**src/stlg_pkg.sv**
```systemverilog
// package for the shuffle table lcg generator
// holds the sequencer states, lcg constants and the multiply-add operand type
// no dependencies

package stlg_pkg;

    localparam int WORD_W = 16;
    localparam int PROD_W = 32;

    localparam logic [WORD_W-1:0] LCG_MUL  = 16'd25173;
    localparam logic [WORD_W-1:0] LCG_ADD  = 16'd13849;
    localparam logic [WORD_W-1:0] WORD_MAX = 16'hFFFF;

    typedef enum logic [2:0] {
        ST_IDLE,
        ST_FILL,
        ST_CALC,
        ST_READ,
        ST_NEXT
    } state_t;

    // operands of the shared multiply-add unit: a * b + c
    typedef struct packed {
        logic [WORD_W-1:0] a;
        logic [WORD_W-1:0] b;
        logic [WORD_W-1:0] c;
    } mac_op_t;

endpackage

```
**src/stlg_mac.sv**
```systemverilog
// shared 16x16 multiply-add unit, full 32-bit result
// depends on stlg_pkg

module stlg_mac (
    input  stlg_pkg::mac_op_t            op,
    output logic [stlg_pkg::PROD_W-1:0]  result
);

    logic [stlg_pkg::PROD_W-1:0] prod;

    assign prod   = stlg_pkg::PROD_W'(op.a) * stlg_pkg::PROD_W'(op.b);
    assign result = prod + stlg_pkg::PROD_W'(op.c);

endmodule

```
**src/shuffle_table_lcg_generator.sv**
```systemverilog
// top level of the shuffle table lcg generator: sequencer, table memory, output register
// depends on stlg_pkg and stlg_mac

// channel   | dir | ports                          | word
// ----------+-----+--------------------------------+-------------------------
// seed in   | in  | s_tvalid, s_tready, s_tdata    | [15:0] seed
// value out | out | m_tvalid, m_tready, m_tdata    | [15:0] value
//
// a normal word goes through accept, index multiply, table read, lcg step and write
// the first word after reset also runs the table fill over all TABLE_DEPTH entries first
// every multiply-add goes through the one shared multiply-add unit, one use per cycle
// reset (aresetn, synchronous, active low) clears the sequencer, output valid and fill address and sets the fill flag
// the result sits in an output register; the block stalls in its last step only
// while an earlier word is still waiting there

module shuffle_table_lcg_generator #(
    parameter int TABLE_DEPTH = 32
) (
    input  logic        aclk,
    input  logic        aresetn,

    input  logic        s_tvalid,
    output logic        s_tready,
    input  logic [15:0] s_tdata,   // [15:0] seed

    output logic        m_tvalid,
    input  logic        m_tready,
    output logic [15:0] m_tdata    // [15:0] value
);

    localparam int IDX_W = $clog2(TABLE_DEPTH);
    localparam int W     = stlg_pkg::WORD_W;
    localparam logic [IDX_W-1:0] IDX_LAST  = IDX_W'(TABLE_DEPTH - 1);
    localparam logic [W-1:0]     LAST_WIDE = W'(TABLE_DEPTH - 1);

    stlg_pkg::state_t state_reg, state_next;

    logic                         fill_reg;      // table fill pending
    logic [W-1:0]                 seed_reg;
    logic [W-1:0]                 x_reg;         // running lcg value during fill
    logic [W-1:0]                 e0_reg;        // copy of entry 0, the index source
    logic [IDX_W-1:0]             cnt_reg;       // fill address
    logic [IDX_W-1:0]             idx_reg;
    logic [stlg_pkg::PROD_W-1:0]  prod_reg;
    logic [W-1:0]                 rdata_reg;
    logic                         m_valid_reg;
    logic [W-1:0]                 m_data_reg;

    logic [W-1:0] mem [TABLE_DEPTH];

    // shared unit
    stlg_pkg::mac_op_t            mac_op;
    logic [stlg_pkg::PROD_W-1:0]  mac_res;
    logic [W-1:0]                 lcg_val;

    stlg_mac u_mac (
        .op     (mac_op),
        .result (mac_res)
    );

    assign lcg_val = mac_res[W-1:0];

    // index = floor(prod / 65535), using 65535 = 2^16 - 1
    logic [W-1:0]   q0;
    logic [W:0]     rem;
    logic [W-1:0]   q;
    logic [IDX_W-1:0] idx_calc;

    always_comb begin
        q0  = prod_reg[stlg_pkg::PROD_W-1:W];
        rem = {1'b0, prod_reg[W-1:0]} + {1'b0, q0};
        q   = q0;
        if (rem >= {1'b0, stlg_pkg::WORD_MAX}) begin
            q = q0 + W'(1);
        end
        if (q > LAST_WIDE) begin
            idx_calc = IDX_LAST;
        end else begin
            idx_calc = q[IDX_W-1:0];
        end
    end

    logic s_fire;
    logic out_free;

    assign s_fire   = s_tvalid && s_tready;
    assign out_free = !m_valid_reg || m_tready;

    // next state
    always_comb begin
        state_next = state_reg;
        case (state_reg)
            stlg_pkg::ST_IDLE: begin
                if (s_tvalid) begin
                    state_next = fill_reg ? stlg_pkg::ST_FILL : stlg_pkg::ST_CALC;
                end
            end
            stlg_pkg::ST_FILL: begin
                if (cnt_reg == IDX_LAST) begin
                    state_next = stlg_pkg::ST_CALC;
                end
            end
            stlg_pkg::ST_CALC: state_next = stlg_pkg::ST_READ;
            stlg_pkg::ST_READ: state_next = stlg_pkg::ST_NEXT;
            stlg_pkg::ST_NEXT: begin
                if (out_free) begin
                    state_next = stlg_pkg::ST_IDLE;
                end
            end
            default: state_next = stlg_pkg::ST_IDLE;
        endcase
    end

    // outputs of the sequencer
    logic             wr_en;
    logic [IDX_W-1:0] wr_addr;
    logic             rd_en;
    logic             out_load;

    always_comb begin
        s_tready = 1'b0;
        wr_en    = 1'b0;
        wr_addr  = cnt_reg;
        rd_en    = 1'b0;
        out_load = 1'b0;
        mac_op.a = seed_reg;
        mac_op.b = stlg_pkg::LCG_MUL;
        mac_op.c = stlg_pkg::LCG_ADD;
        case (state_reg)
            stlg_pkg::ST_IDLE: s_tready = 1'b1;
            stlg_pkg::ST_FILL: begin
                mac_op.a = x_reg;
                wr_en    = 1'b1;
            end
            stlg_pkg::ST_CALC: begin
                mac_op.a = e0_reg;
                mac_op.b = LAST_WIDE;
                mac_op.c = '0;
            end
            stlg_pkg::ST_READ: rd_en = 1'b1;
            stlg_pkg::ST_NEXT: begin
                wr_addr  = idx_reg;
                wr_en    = out_free;
                out_load = out_free;
            end
            default: s_tready = 1'b0;
        endcase
    end

    // control registers
    always_ff @(posedge aclk) begin
        if (!aresetn) begin
            state_reg   <= stlg_pkg::ST_IDLE;
            fill_reg    <= 1'b1;
            m_valid_reg <= 1'b0;
            cnt_reg     <= '0;
        end else begin
            state_reg <= state_next;
            if (s_fire) begin
                cnt_reg <= '0;
            end else if (state_reg == stlg_pkg::ST_FILL) begin
                cnt_reg <= cnt_reg + IDX_W'(1);
                if (cnt_reg == IDX_LAST) begin
                    fill_reg <= 1'b0;
                end
            end
            if (out_load) begin
                m_valid_reg <= 1'b1;
            end else if (m_tready) begin
                m_valid_reg <= 1'b0;
            end
        end
    end

    // payload registers
    always_ff @(posedge aclk) begin
        if (s_fire) begin
            seed_reg <= s_tdata;
            x_reg    <= s_tdata;
        end else if (state_reg == stlg_pkg::ST_FILL) begin
            x_reg <= lcg_val;
        end
        if (state_reg == stlg_pkg::ST_CALC) begin
            prod_reg <= mac_res;
        end
        if (state_reg == stlg_pkg::ST_READ) begin
            idx_reg <= idx_calc;
        end
        if (wr_en && wr_addr == '0) begin
            e0_reg <= lcg_val;
        end
        if (out_load) begin
            m_data_reg <= rdata_reg;
        end
    end

    // table memory, one write and one registered read
    always_ff @(posedge aclk) begin
        if (wr_en) begin
            mem[wr_addr] <= lcg_val;
        end
        if (rd_en) begin
            rdata_reg <= mem[idx_calc];
        end
    end

    assign m_tvalid = m_valid_reg;
    assign m_tdata  = m_data_reg;

`ifndef NO_ASSERTIONS
    a_fill_clears_in_fill: assert property (@(posedge aclk) disable iff (!aresetn)
        $fell(fill_reg) |-> $past(state_reg) == stlg_pkg::ST_FILL)
        else $error("fill flag cleared outside the fill sweep");

    a_first_word_fills: assert property (@(posedge aclk) disable iff (!aresetn)
        s_fire && fill_reg |=> state_reg == stlg_pkg::ST_FILL)
        else $error("first word did not start the table fill");

    a_result_from_last_step: assert property (@(posedge aclk) disable iff (!aresetn)
        $rose(m_tvalid) |-> $past(state_reg) == stlg_pkg::ST_NEXT)
        else $error("result appeared outside the final step");

    a_no_overwrite: assert property (@(posedge aclk) disable iff (!aresetn)
        m_tvalid && !m_tready |=> $stable(m_tdata))
        else $error("waiting result overwritten");

    a_index_in_range: assert property (@(posedge aclk) disable iff (!aresetn)
        state_reg == stlg_pkg::ST_NEXT |-> idx_reg <= IDX_LAST)
        else $error("table index out of range");
`endif

endmodule

```
**config.mk**
```make
export PLATFORM = sky130hd
export DESIGN_NAME = shuffle_table_lcg_generator
export DESIGN_NICKNAME = d
export VERILOG_FILES = /design/src/stlg_pkg.sv /design/src/stlg_mac.sv /design/src/shuffle_table_lcg_generator.sv
export SDC_FILE = /design/constraint.sdc
export NUM_CORES = 1
export LEC_CHECK = 0
export ABC_CLOCK_PERIOD_IN_PS = 9200
export BUFFER_PORTS_ARGS = -buffer_cell sky130_fd_sc_hd__buf_2
export CORE_MARGIN = 2
export CORE_UTILIZATION = 45
export CTS_CLUSTER_DIAMETER = 200
export CTS_CLUSTER_SIZE = 8
export DETAILED_ROUTE_END_ITERATION = 6
export GPL_ROUTABILITY_DRIVEN = 0
export PLACE_DENSITY = 0.61
export SLEW_MARGIN = 0
export SYNTH_ARGS = -nofsm -noshare
export SYNTH_HDL_FRONTEND = slang
export SYNTH_SLANG_ARGS = --single-unit
```
**constraint.sdc**
```tcl
create_clock -name aclk -period 9.2 [get_ports aclk]
set_clock_uncertainty 0.15 [all_clocks]
set_input_delay 0.92 -clock aclk [delete_from_list [all_inputs] [get_ports aclk]]
set_output_delay 0.92 -clock aclk [all_outputs]
set_load 0.01 [all_outputs]
```
==> results.ini, run 1 <==
[synth]
synth_cell_type_count = 101
synth.most_common_cell = edfxtp_1
synth_area_leaders = edfxtp_1 (58%), ha_1 (5.9%), fa_1 (4.9%)
ys_ff_latch = 639
ys_seq_area_frac = 0.582
synth_fp_nets = 2762
netlist_area_mm2 = 0.0328
synth_cells = 2505
synth_top_family_by_area = compound AO/OA/AOI/OAI gates
synth_top_area_cell = edfxtp_1
synth-main-ff-cell = edfxtp_1
ys_top_cells_by_count = edfxtp_1 (629), inv_1 (184), nand2_1 (173)
yosys.area_share.simple = 0.0813
synthAdderAreaFrac = 0.109
synthArstFlopShare = 0
synth_xor_area_frac = 0.0221
synth_area_per_cell_um2 = 13.1
synth_edf_count = 629
muxShareOfSynthArea = 0.0507
yosys_warnings = 0
synth_compound_area_frac = 0.116
synth_top_area_frac = 0.575

[floorplan]
die_width_um = 274
placement_rows = 99
pin_count = 38
initial_core_util = 0.452
die_h_um = 274
core_mm2 = 0.0726
dieArea_mm2 = 0.0751

[place]
dp_hpwl_mm = 56.6
port_buffers = 37
dpl_cell_area_mm2 = 0.0345

[worst_setup_path]
crit_path_end_kind = register
critPathArrivalTime_ns = 8.75
cpPeakStageDelay_ns = 0.53
path_buf_inv = 7
cp.required_ns = 9.43
crit_slowest_cell = fa_1
cp_max_fo = 9
cp-start-kind = register
critPathTopFamily = adder cells
critical_path_class = reg2reg

[cts]
clockBufferDepth = 3
ctsHtreeMaxLevel = 3
clkTransAtPathRegs_ns = 0.05
clock_latency_ns = 0.63
cts_sinks = 639
clockRootBuffer = clkbuf_16
cts_tree = built
cts_buffers = 89
postCtsHoldBufs = 0

[route]
num_vias = 21300
first_iter_violations = 2217
firstDrtPassIters = 6
ant_nets = 0
routed_wl_mm = 88.4
drt-wirelength-per-cell_um = 24.8
via_per_inst = 5.98
drc = 0

[layout]
num-fill-cells = 6145
area_delta_synth_final_pct = 12.5
largest_reg_flops = 512
fin_util = 0.509
fin_nets = 2846
drive_gt1_frac = 0.144
design_area_mm2 = 0.0369
antenna_cells = 0

[sta]
finalHoldViolations = 0
worst_pin_slew_ns = 1.44
drv_slew = 0
tns_ns = 0
rsz0062_at_grt = no
min_period_over_period = 0.927
fmax_ghz = 0.117
fin_crit_ns = 8.52
setup_viol = 0
maxSlewHeadroom = 0.0370

[global_routing]
grt_pass1_wl_mm = 133
grt_start_max_net_pins = 92
grt_pass1_vias = 21500
grt_usage = 0.236
overflow = 0
antenna_found_initial = 0

[min_path]
hold_path_class = reg2reg

[outcome]
outcome = finished, final reports clean

[job]
drv_cap = 0

[layout make-up]
type                    instances  area (um^2)  share of cell area
well taps                     959         1200              0.0325
multi-input cells            1558        12700               0.345
clock buffers                  98         2280              0.0618
clock inverters                 5          123             0.00332
inverters                     185          694              0.0188
repair buffers                116          803              0.0217
flip-flops and latches        639        19100               0.517
[through the flow]
step	setup WS (ns)	cells	hold WS, ns
floorplan	0.746	2505	0.250
global placement	0.523	3456	0.254
detailed placement	0.239	3456	0.255
CTS	0.241	3559	0.261
global route	0.000335	3560	0.267
finish	0.676	3560	0.261
[logic make-up after synthesis]
kind of cell | count (synthesis)
adder cells (fa/ha/maj) | 237
AND/OR/NAND/NOR | 551
multiplexers | 153
buffers and inverters | 309
AO/OA/AOI/OAI | 533
flip-flops | 639
XOR/XNOR | 83
[placed cells by master, fill, tap and decap left out, drive strengths merged, types with 16 or more instances in the layout]
cell type  netlist  final
a211oi          16     16
a21o            17     17
a21oi          107    107
a221oi          49     49
a22oi           23     23
a31oi           16     16
and2            24     24
and3            34     34
buf             50    116
clkbuf          74     98
edfxtp         629    629
fa              81     81
ha             156    156
inv            185    185
mux2            93     93
mux2i           60     60
nand2          175    175
nand3           52     52
nand4           19     19
nor2           154    154
nor3            34     34
o2111ai         32     32
o211ai          26     26
o21ai           87     87
o22ai           21     21
o2bb2ai         20     20
o31ai           30     30
xnor2           57     57
xor2            26     27
[final timing paths]
check,end,slack [ns],cells past startpoint,from
worst max-delay path,prod_reg[30],0.68,31,state_reg[2]
worst min-delay path,m_tdata[13],0.26,0,rdata_reg[13]
worst max register to register,prod_reg[30],0.68,31,state_reg[2]
worst min register to register,m_tdata[13],0.26,0,rdata_reg[13]
[metal layers]
| metal | vias up | wire (um) | track usage |
|---|---|---|---|
| li1 | 9579 | - | - |
| met1 | 10700 | 37700 | 0.326 |
| met4 | 0 | 2010 | 0.0658 |
| met5 | - | 0 | 0 |
| met2 | 879 | 41800 | 0.382 |
| met3 | 148 | 6830 | 0.0427 |
[what timing repair did]
| action | 4_1_cts | 5_1_grt |
|---|---|---|
| endpoints found under the hold margin | 0 | 0 |
| buffers inserted | 0 | 0 |
| setup endpoints to repair | 0 | 39 |
| gates resized for setup | 0 | 4 |
[worst reg2reg max path, delay by kind of cell (launching register included)]
family	cells	cell delay (ns)
adders and majority gates	8	3.21
AOI/OAI and AO/OA	6	1.56
DFF	1	0.47
xor gates and xnor gates	2	0.23
buffers and inverters	7	0.89
and+or+nand+nor	8	1.76
Power of run 1 is left out: the tool's default activity adds up to more than one toggle a clock period on the data nets, which glitch-free logic cannot reach.
==> inputs of run 2 (changes only) <==
MAX_ROUTING_LAYER = met4   (was not set)
==> results.ini, run 2 (synthesis results as in run 1) <==
[cts]
ctsHtreeMaxLevel = 3  ; unchanged
cts_buffers = 89  ; unchanged
clockBufferDepth = 3  ; unchanged
cts_setup_buffers = 0  ; unchanged
clkTransAtPathRegs_ns = 0.05  ; about the same
cts_tree = built
cts_sinks = 639  ; unchanged
clock_latency_ns = 0.63  ; about the same
clockRootBuffer = clkbuf_16

[floorplan]
die_h_um = 274  ; unchanged
initial_core_util = 0.452  ; unchanged
dieArea_mm2 = 0.0751  ; unchanged
placement_rows = 99  ; unchanged
die_width_um = 274  ; unchanged
core_mm2 = 0.0726  ; unchanged
pin_count = 38  ; unchanged

[sta]
min_period_over_period = 0.928  ; +0.00136
setup_viol = 0  ; unchanged
maxSlewHeadroom = 0.0419  ; +0.00484
worst_pin_slew_ns = 1.43  ; -0.00723 ns
rsz0062_at_grt = no
finalHoldViolations = 0  ; unchanged
setup_ws_ns = 0.663  ; -0.0126 ns
fmax_ghz = 0.117  ; -0.15%
tns_ns = 0  ; unchanged
drv_slew = 0  ; unchanged
fin_crit_ns = 8.54  ; +0.0126 ns

[layout]
drive_gt1_frac = 0.145  ; +0.000384
regArea_mm2 = 0.0191  ; unchanged
fin_nets = 2846  ; unchanged
fin_util = 0.509  ; about the same
largest_reg_flops = 512  ; unchanged
area_delta_synth_final_pct = 12.6  ; about the same
multiInputGateArea_mm2 = 0.0128  ; about the same
mostFrequentLayoutCell = edfxtp_1
final_cell_mix = edfxtp_1 (629), inv_1 (184), nand2_1 (172)
antenna_cells = 0  ; unchanged
num-fill-cells = 6143  ; -0.033%

[worst_setup_path]
cp.required_ns = 9.43  ; about the same
cp-start-kind = register
r2r_cells = 31  ; unchanged
crit_path_end_kind = register
timing.rr.start = state_reg[2]
critPathArrivalTime_ns = 8.77  ; +0.02 ns
critical_path_class = reg2reg
r2r_setup_slack_ns = 0.66  ; about the same
startpoint = state_reg[2]
r2r-end = prod_reg[30]
endpoint = prod_reg[30]
crit_slowest_cell = fa_1
cpPeakStageDelay_ns = 0.53  ; about the same
cp_max_fo = 9  ; unchanged

[global_routing]
antenna_found_initial = 0  ; unchanged
grt_usage = 0.243  ; +0.00744
grt_start_max_net_pins = 92  ; unchanged
grt_pass1_vias = 21500  ; -0.088%
grt_pass1_wl_mm = 133  ; about the same
overflow = 0  ; unchanged

[route]
ant_nets = 0  ; unchanged
drt-wirelength-per-cell_um = 24.8  ; about the same
first_iter_violations = 2155  ; -2.8%
via_per_inst = 6.00  ; +0.42%
num_vias = 21400  ; +0.42%
drc = 0  ; unchanged
firstDrtPassIters = 6  ; unchanged
routed_wl_mm = 88.4  ; about the same

[place]
port_buffers = 37  ; unchanged
dp_hpwl_mm = 56.6  ; unchanged
pre_cts_ws_ns = 0.239  ; unchanged

[outcome]
outcome = finished, final reports clean

[job]
drv_cap = 0  ; unchanged

[min_path]
min_from = rdata_reg[13]
hold_path_class = reg2reg

run 2: cell count changes in the layout (fill, tap and decap cells not counted):
cell	before	now
a221oi_1	47	46
a221oi_2	1	2
run 2: repair_timing:
item | CTS | global route
hold buffers | 0 | 0
endpoints found under the hold margin | 0 | 0
gates resized for setup | 0 | 5
endpoints found under the setup margin | 0 | 39
run 2: cell type report:
class	count	share of cell area
Tap cell	959	0.0325
Clock buffer	98	0.0618
Timing Repair Buffer	116	0.0217
Clock inverter	5	0.00332
Multi-Input combinational cell	1558	0.345
Sequential cell	639	0.517
Inverter	185	0.0188
run 2: worst max-delay path, delay by kind of cell, from the launching register on:
kind | cells | cell delay (ns)
simple gates | 8 | 1.75
compound gates | 6 | 1.57
flops | 1 | 0.47
buf+inv | 7 | 0.90
xor+xnor | 2 | 0.22
fa+ha+maj | 8 | 3.21
run 2: metrics by stage:
step | hold WS (ns) | cells | cell area, um^2
6_report | 0.262 | 3560 | 36900
5_1_grt | 0.267 | 3560 | 36900
4_1_cts | 0.261 | 3559 | 36900
3_5_place_dp | 0.255 | 3456 | 34500
3_3_place_gp | 0.254 | 3456 | 34500
2_1_floorplan | 0.250 | 2505 | 32800
run 2: worst min path at each step:
stage | cells past startpoint | end
after global routing | 0 | m_tdata[13]
after global placement | 0 | m_tdata[5]
after CTS | 0 | m_tdata[13]
after floorplan | 0 | m_tdata[0]
after detailed placement | 0 | m_tdata[13]
final | 0 | m_tdata[13]
run 2: per-layer routing:
metal | track usage | routed length (um) | vias to the layer above | part of all wire
met1 | 0.328 | 37700 | 10700 | 0.43
met2 | 0.382 | 41600 | 896 | 0.47
met5 | - | 0 | - | 0
met4 | 0.0659 | 2070 | 0 | 0.023
met3 | 0.0399 | 7030 | 156 | 0.079
li1 | - | - | 9587 | -
Power of run 2 is left out for the same reason.
==> inputs of run 3 (changes only) <==
PLACE_DENSITY = not set   (was 0.61)
SYNTH_HIERARCHICAL = 1   (was not set)
==> results.ini, run 3 <==
[route]
first_iter_violations = 2347  ; +8.9%
routed_wl_mm = 97.1  ; +9.8%
drc = 0  ; unchanged
firstDrtPassIters = 6  ; unchanged
num_vias = 23700  ; +11%
ant_nets = 0  ; unchanged
drt-wirelength-per-cell_um = 24.1  ; -2.9%
via_per_inst = 5.89  ; -1.9%

[worst_setup_path]
cp.required_ns = 9.49  ; +0.06 ns
startpoint = state_reg[1]
r2r_setup_slack_ns = 1.26  ; +0.59 ns
r2r-end = mem[10][14]
cp-start-kind = register
r2r_cells = 23  ; -26%
timing.rr.start = state_reg[1]
crit_path_end_kind = register
critPathArrivalTime_ns = 8.24  ; -0.53 ns
cp_max_fo = 45  ; +36
critical_path_class = reg2reg
endpoint = mem[10][14]

[sta]
tns_ns = 0  ; unchanged
rsz0062_at_grt = no
finalHoldViolations = 0  ; unchanged
fin_crit_ns = 7.94  ; -0.594 ns
maxSlewHeadroom = 0.155  ; +0.113
fmax_ghz = 0.126  ; +7.5%
setup_viol = 0  ; unchanged
worst_pin_slew_ns = 1.26  ; -0.170 ns
min_period_over_period = 0.863  ; -0.0645
worst_hold_slack_ns = 0.267  ; +0.00457 ns
drv_slew = 0  ; unchanged

[synth]
yosys_warnings = 6  ; +6
synth.most_common_cell = edfxtp_1
ys_seq_area_frac = 0.535  ; -0.0464
ys_top_cells_by_count = edfxtp_1 (629), inv_1 (282), nand2_1 (256)
netlist_area_mm2 = 0.0357  ; +8.7%
ys_ff_latch = 639  ; unchanged
synth_cells = 2829  ; +13%
synth-main-ff-cell = edfxtp_1
synth_area_per_cell_um2 = 12.6  ; -3.8%
synth_top_area_cell = edfxtp_1
synthArstFlopShare = 0  ; unchanged
synth_cell_type_count = 86  ; -15%
synth_area_leaders = edfxtp_1 (53%), fa_1 (12%), ha_1 (4.4%)
synth_edf_count = 629  ; unchanged
synth_top_area_frac = 0.530  ; -0.0459

[global_routing]
grt_usage = 0.249  ; +0.00579
overflow = 0  ; unchanged
grt_pass1_wl_mm = 149  ; +12%
grt_pass1_vias = 24600  ; +14%
grt_start_max_net_pins = 141  ; +53%
antenna_found_initial = 6  ; +6

[layout]
mostFrequentLayoutCell = edfxtp_1
fin_nets = 3313  ; +16%
antenna_cells = 0  ; unchanged
design_area_mm2 = 0.0400  ; +8.3%
largest_reg_flops = 512  ; unchanged
final_cell_mix = edfxtp_1 (629), inv_1 (281), nand2_1 (256)
drive_gt1_frac = 0.101  ; -0.0434
area_delta_synth_final_pct = 12.2

[place]
dp_hpwl_mm = 63.5  ; +12%
port_buffers = 37  ; unchanged
dpl_cell_area_mm2 = 0.0376  ; +9.1%

[cts]
cts_sinks = 639  ; unchanged
postCtsHoldBufs = 0  ; unchanged
cts_buffers = 89  ; unchanged
cts_tree = built
cts_setup_buffers = 0  ; unchanged
ctsHtreeMaxLevel = 3  ; unchanged
clock_latency_ns = 0.63  ; about the same
clkTransAtPathRegs_ns = 0.05  ; about the same
clockRootBuffer = clkbuf_16
clockBufferDepth = 3  ; unchanged
cts_resized = 0  ; unchanged

[floorplan]
initial_core_util = 0.453  ; +0.000804
placement_rows = 103  ; +4.0%
die_h_um = 286  ; +4.2%
dieArea_mm2 = 0.0815  ; +8.5%
pin_count = 38  ; unchanged
die_width_um = 286  ; +4.2%
core_mm2 = 0.0787  ; +8.5%

[job]
drv_cap = 0  ; unchanged

[min_path]
min_from = rdata_reg[12]
hold_path_class = reg2reg

[outcome]
outcome = finished, final reports clean

[run 3: changes by cell type in the layout (fill, tap and decap cells not counted), moves of 31 or more]
cell,before,now
and2_1,23,121
nand2_1,172,256
o21ai_0,70,32
ha_1,156,125
fa_1,81,211
inv_1,184,281
a22oi_1,23,97
nor2_1,138,74
mux2_2,89,17
nand3_1,52,118
xnor2_1,48,16
a21oi_1,105,74
conb_1,0,79
[run 3: metal layers]
metal | vias to the layer above | share of wire | global-route usage | wire [um]
met5 | - | 0 | - | 0
met4 | 0 | 0.025 | 0.0679 | 2390
met3 | 176 | 0.070 | 0.0334 | 6840
met2 | 1019 | 0.49 | 0.407 | 47100
met1 | 12000 | 0.42 | 0.328 | 40700
li1 | 10500 | - | - | -
[run 3: worst min-delay path by stage]
stage,to,slack (ns),cells past startpoint
after detailed placement,m_tdata[12],0.25,0
after floorplan,m_tdata[0],0.25,0
final,m_tdata[12],0.27,0
after global routing,m_tdata[12],0.28,0
after CTS,m_tdata[12],0.27,0
after global placement,m_tdata[12],0.26,0
[run 3: cells by family after synthesis]
logic type / share of synthesized area
flops: 0.535
other cells: 0.000211
fa+ha+maj: 0.162
simple gates: 0.107
compound gates: 0.113
buf+inv: 0.0490
xor+xnor: 0.0103
mux: 0.0235
[run 3: final cells by class]
type / count / area, um^2
sequential: 639 / 19100
inverter: 282 / 1060
timing repair buffer: 120 / 846
tap: 1050 / 1310
clock buffer: 104 / 2300
fill: 6729 / 38700
multi-input combinational: 1825 / 15300
clock inverter: 5 / 80.1
[run 3: worst max-delay path, cell delays in order, from the launching register on]
cell and delay, ns:
dfxtp_1 0.46, inv_1 0.15, nor3_2 0.18, buf_4 0.48, buf_4 0.53, a22oi_1 0.16, nand2_1 0.08, buf_4 0.22
nand2_1 0.11, fa_1 0.52, fa_1 0.51, fa_1 0.51, inv_1 0.06, fa_1 0.48, fa_1 0.49, inv_1 0.05
fa_1 0.47, inv_1 0.04, ha_1 0.43, nand3_1 0.12, a211oi_1 0.35, nor2_1 0.13, xnor2_2 0.67, buf_4 0.37
[run 3: stage by stage]
stage | setup WS, ns | utilization | instances
global placement | 1.51 | 0.478 | 3916
finish | 1.26 | 0.508 | 4025
CTS | 1.26 | 0.508 | 4025
floorplan | 0.697 | - | 2906
global route | 0.800 | 0.508 | 4025
detailed placement | 1.31 | 0.478 | 3916
Power of run 3 is left out for the same reason.
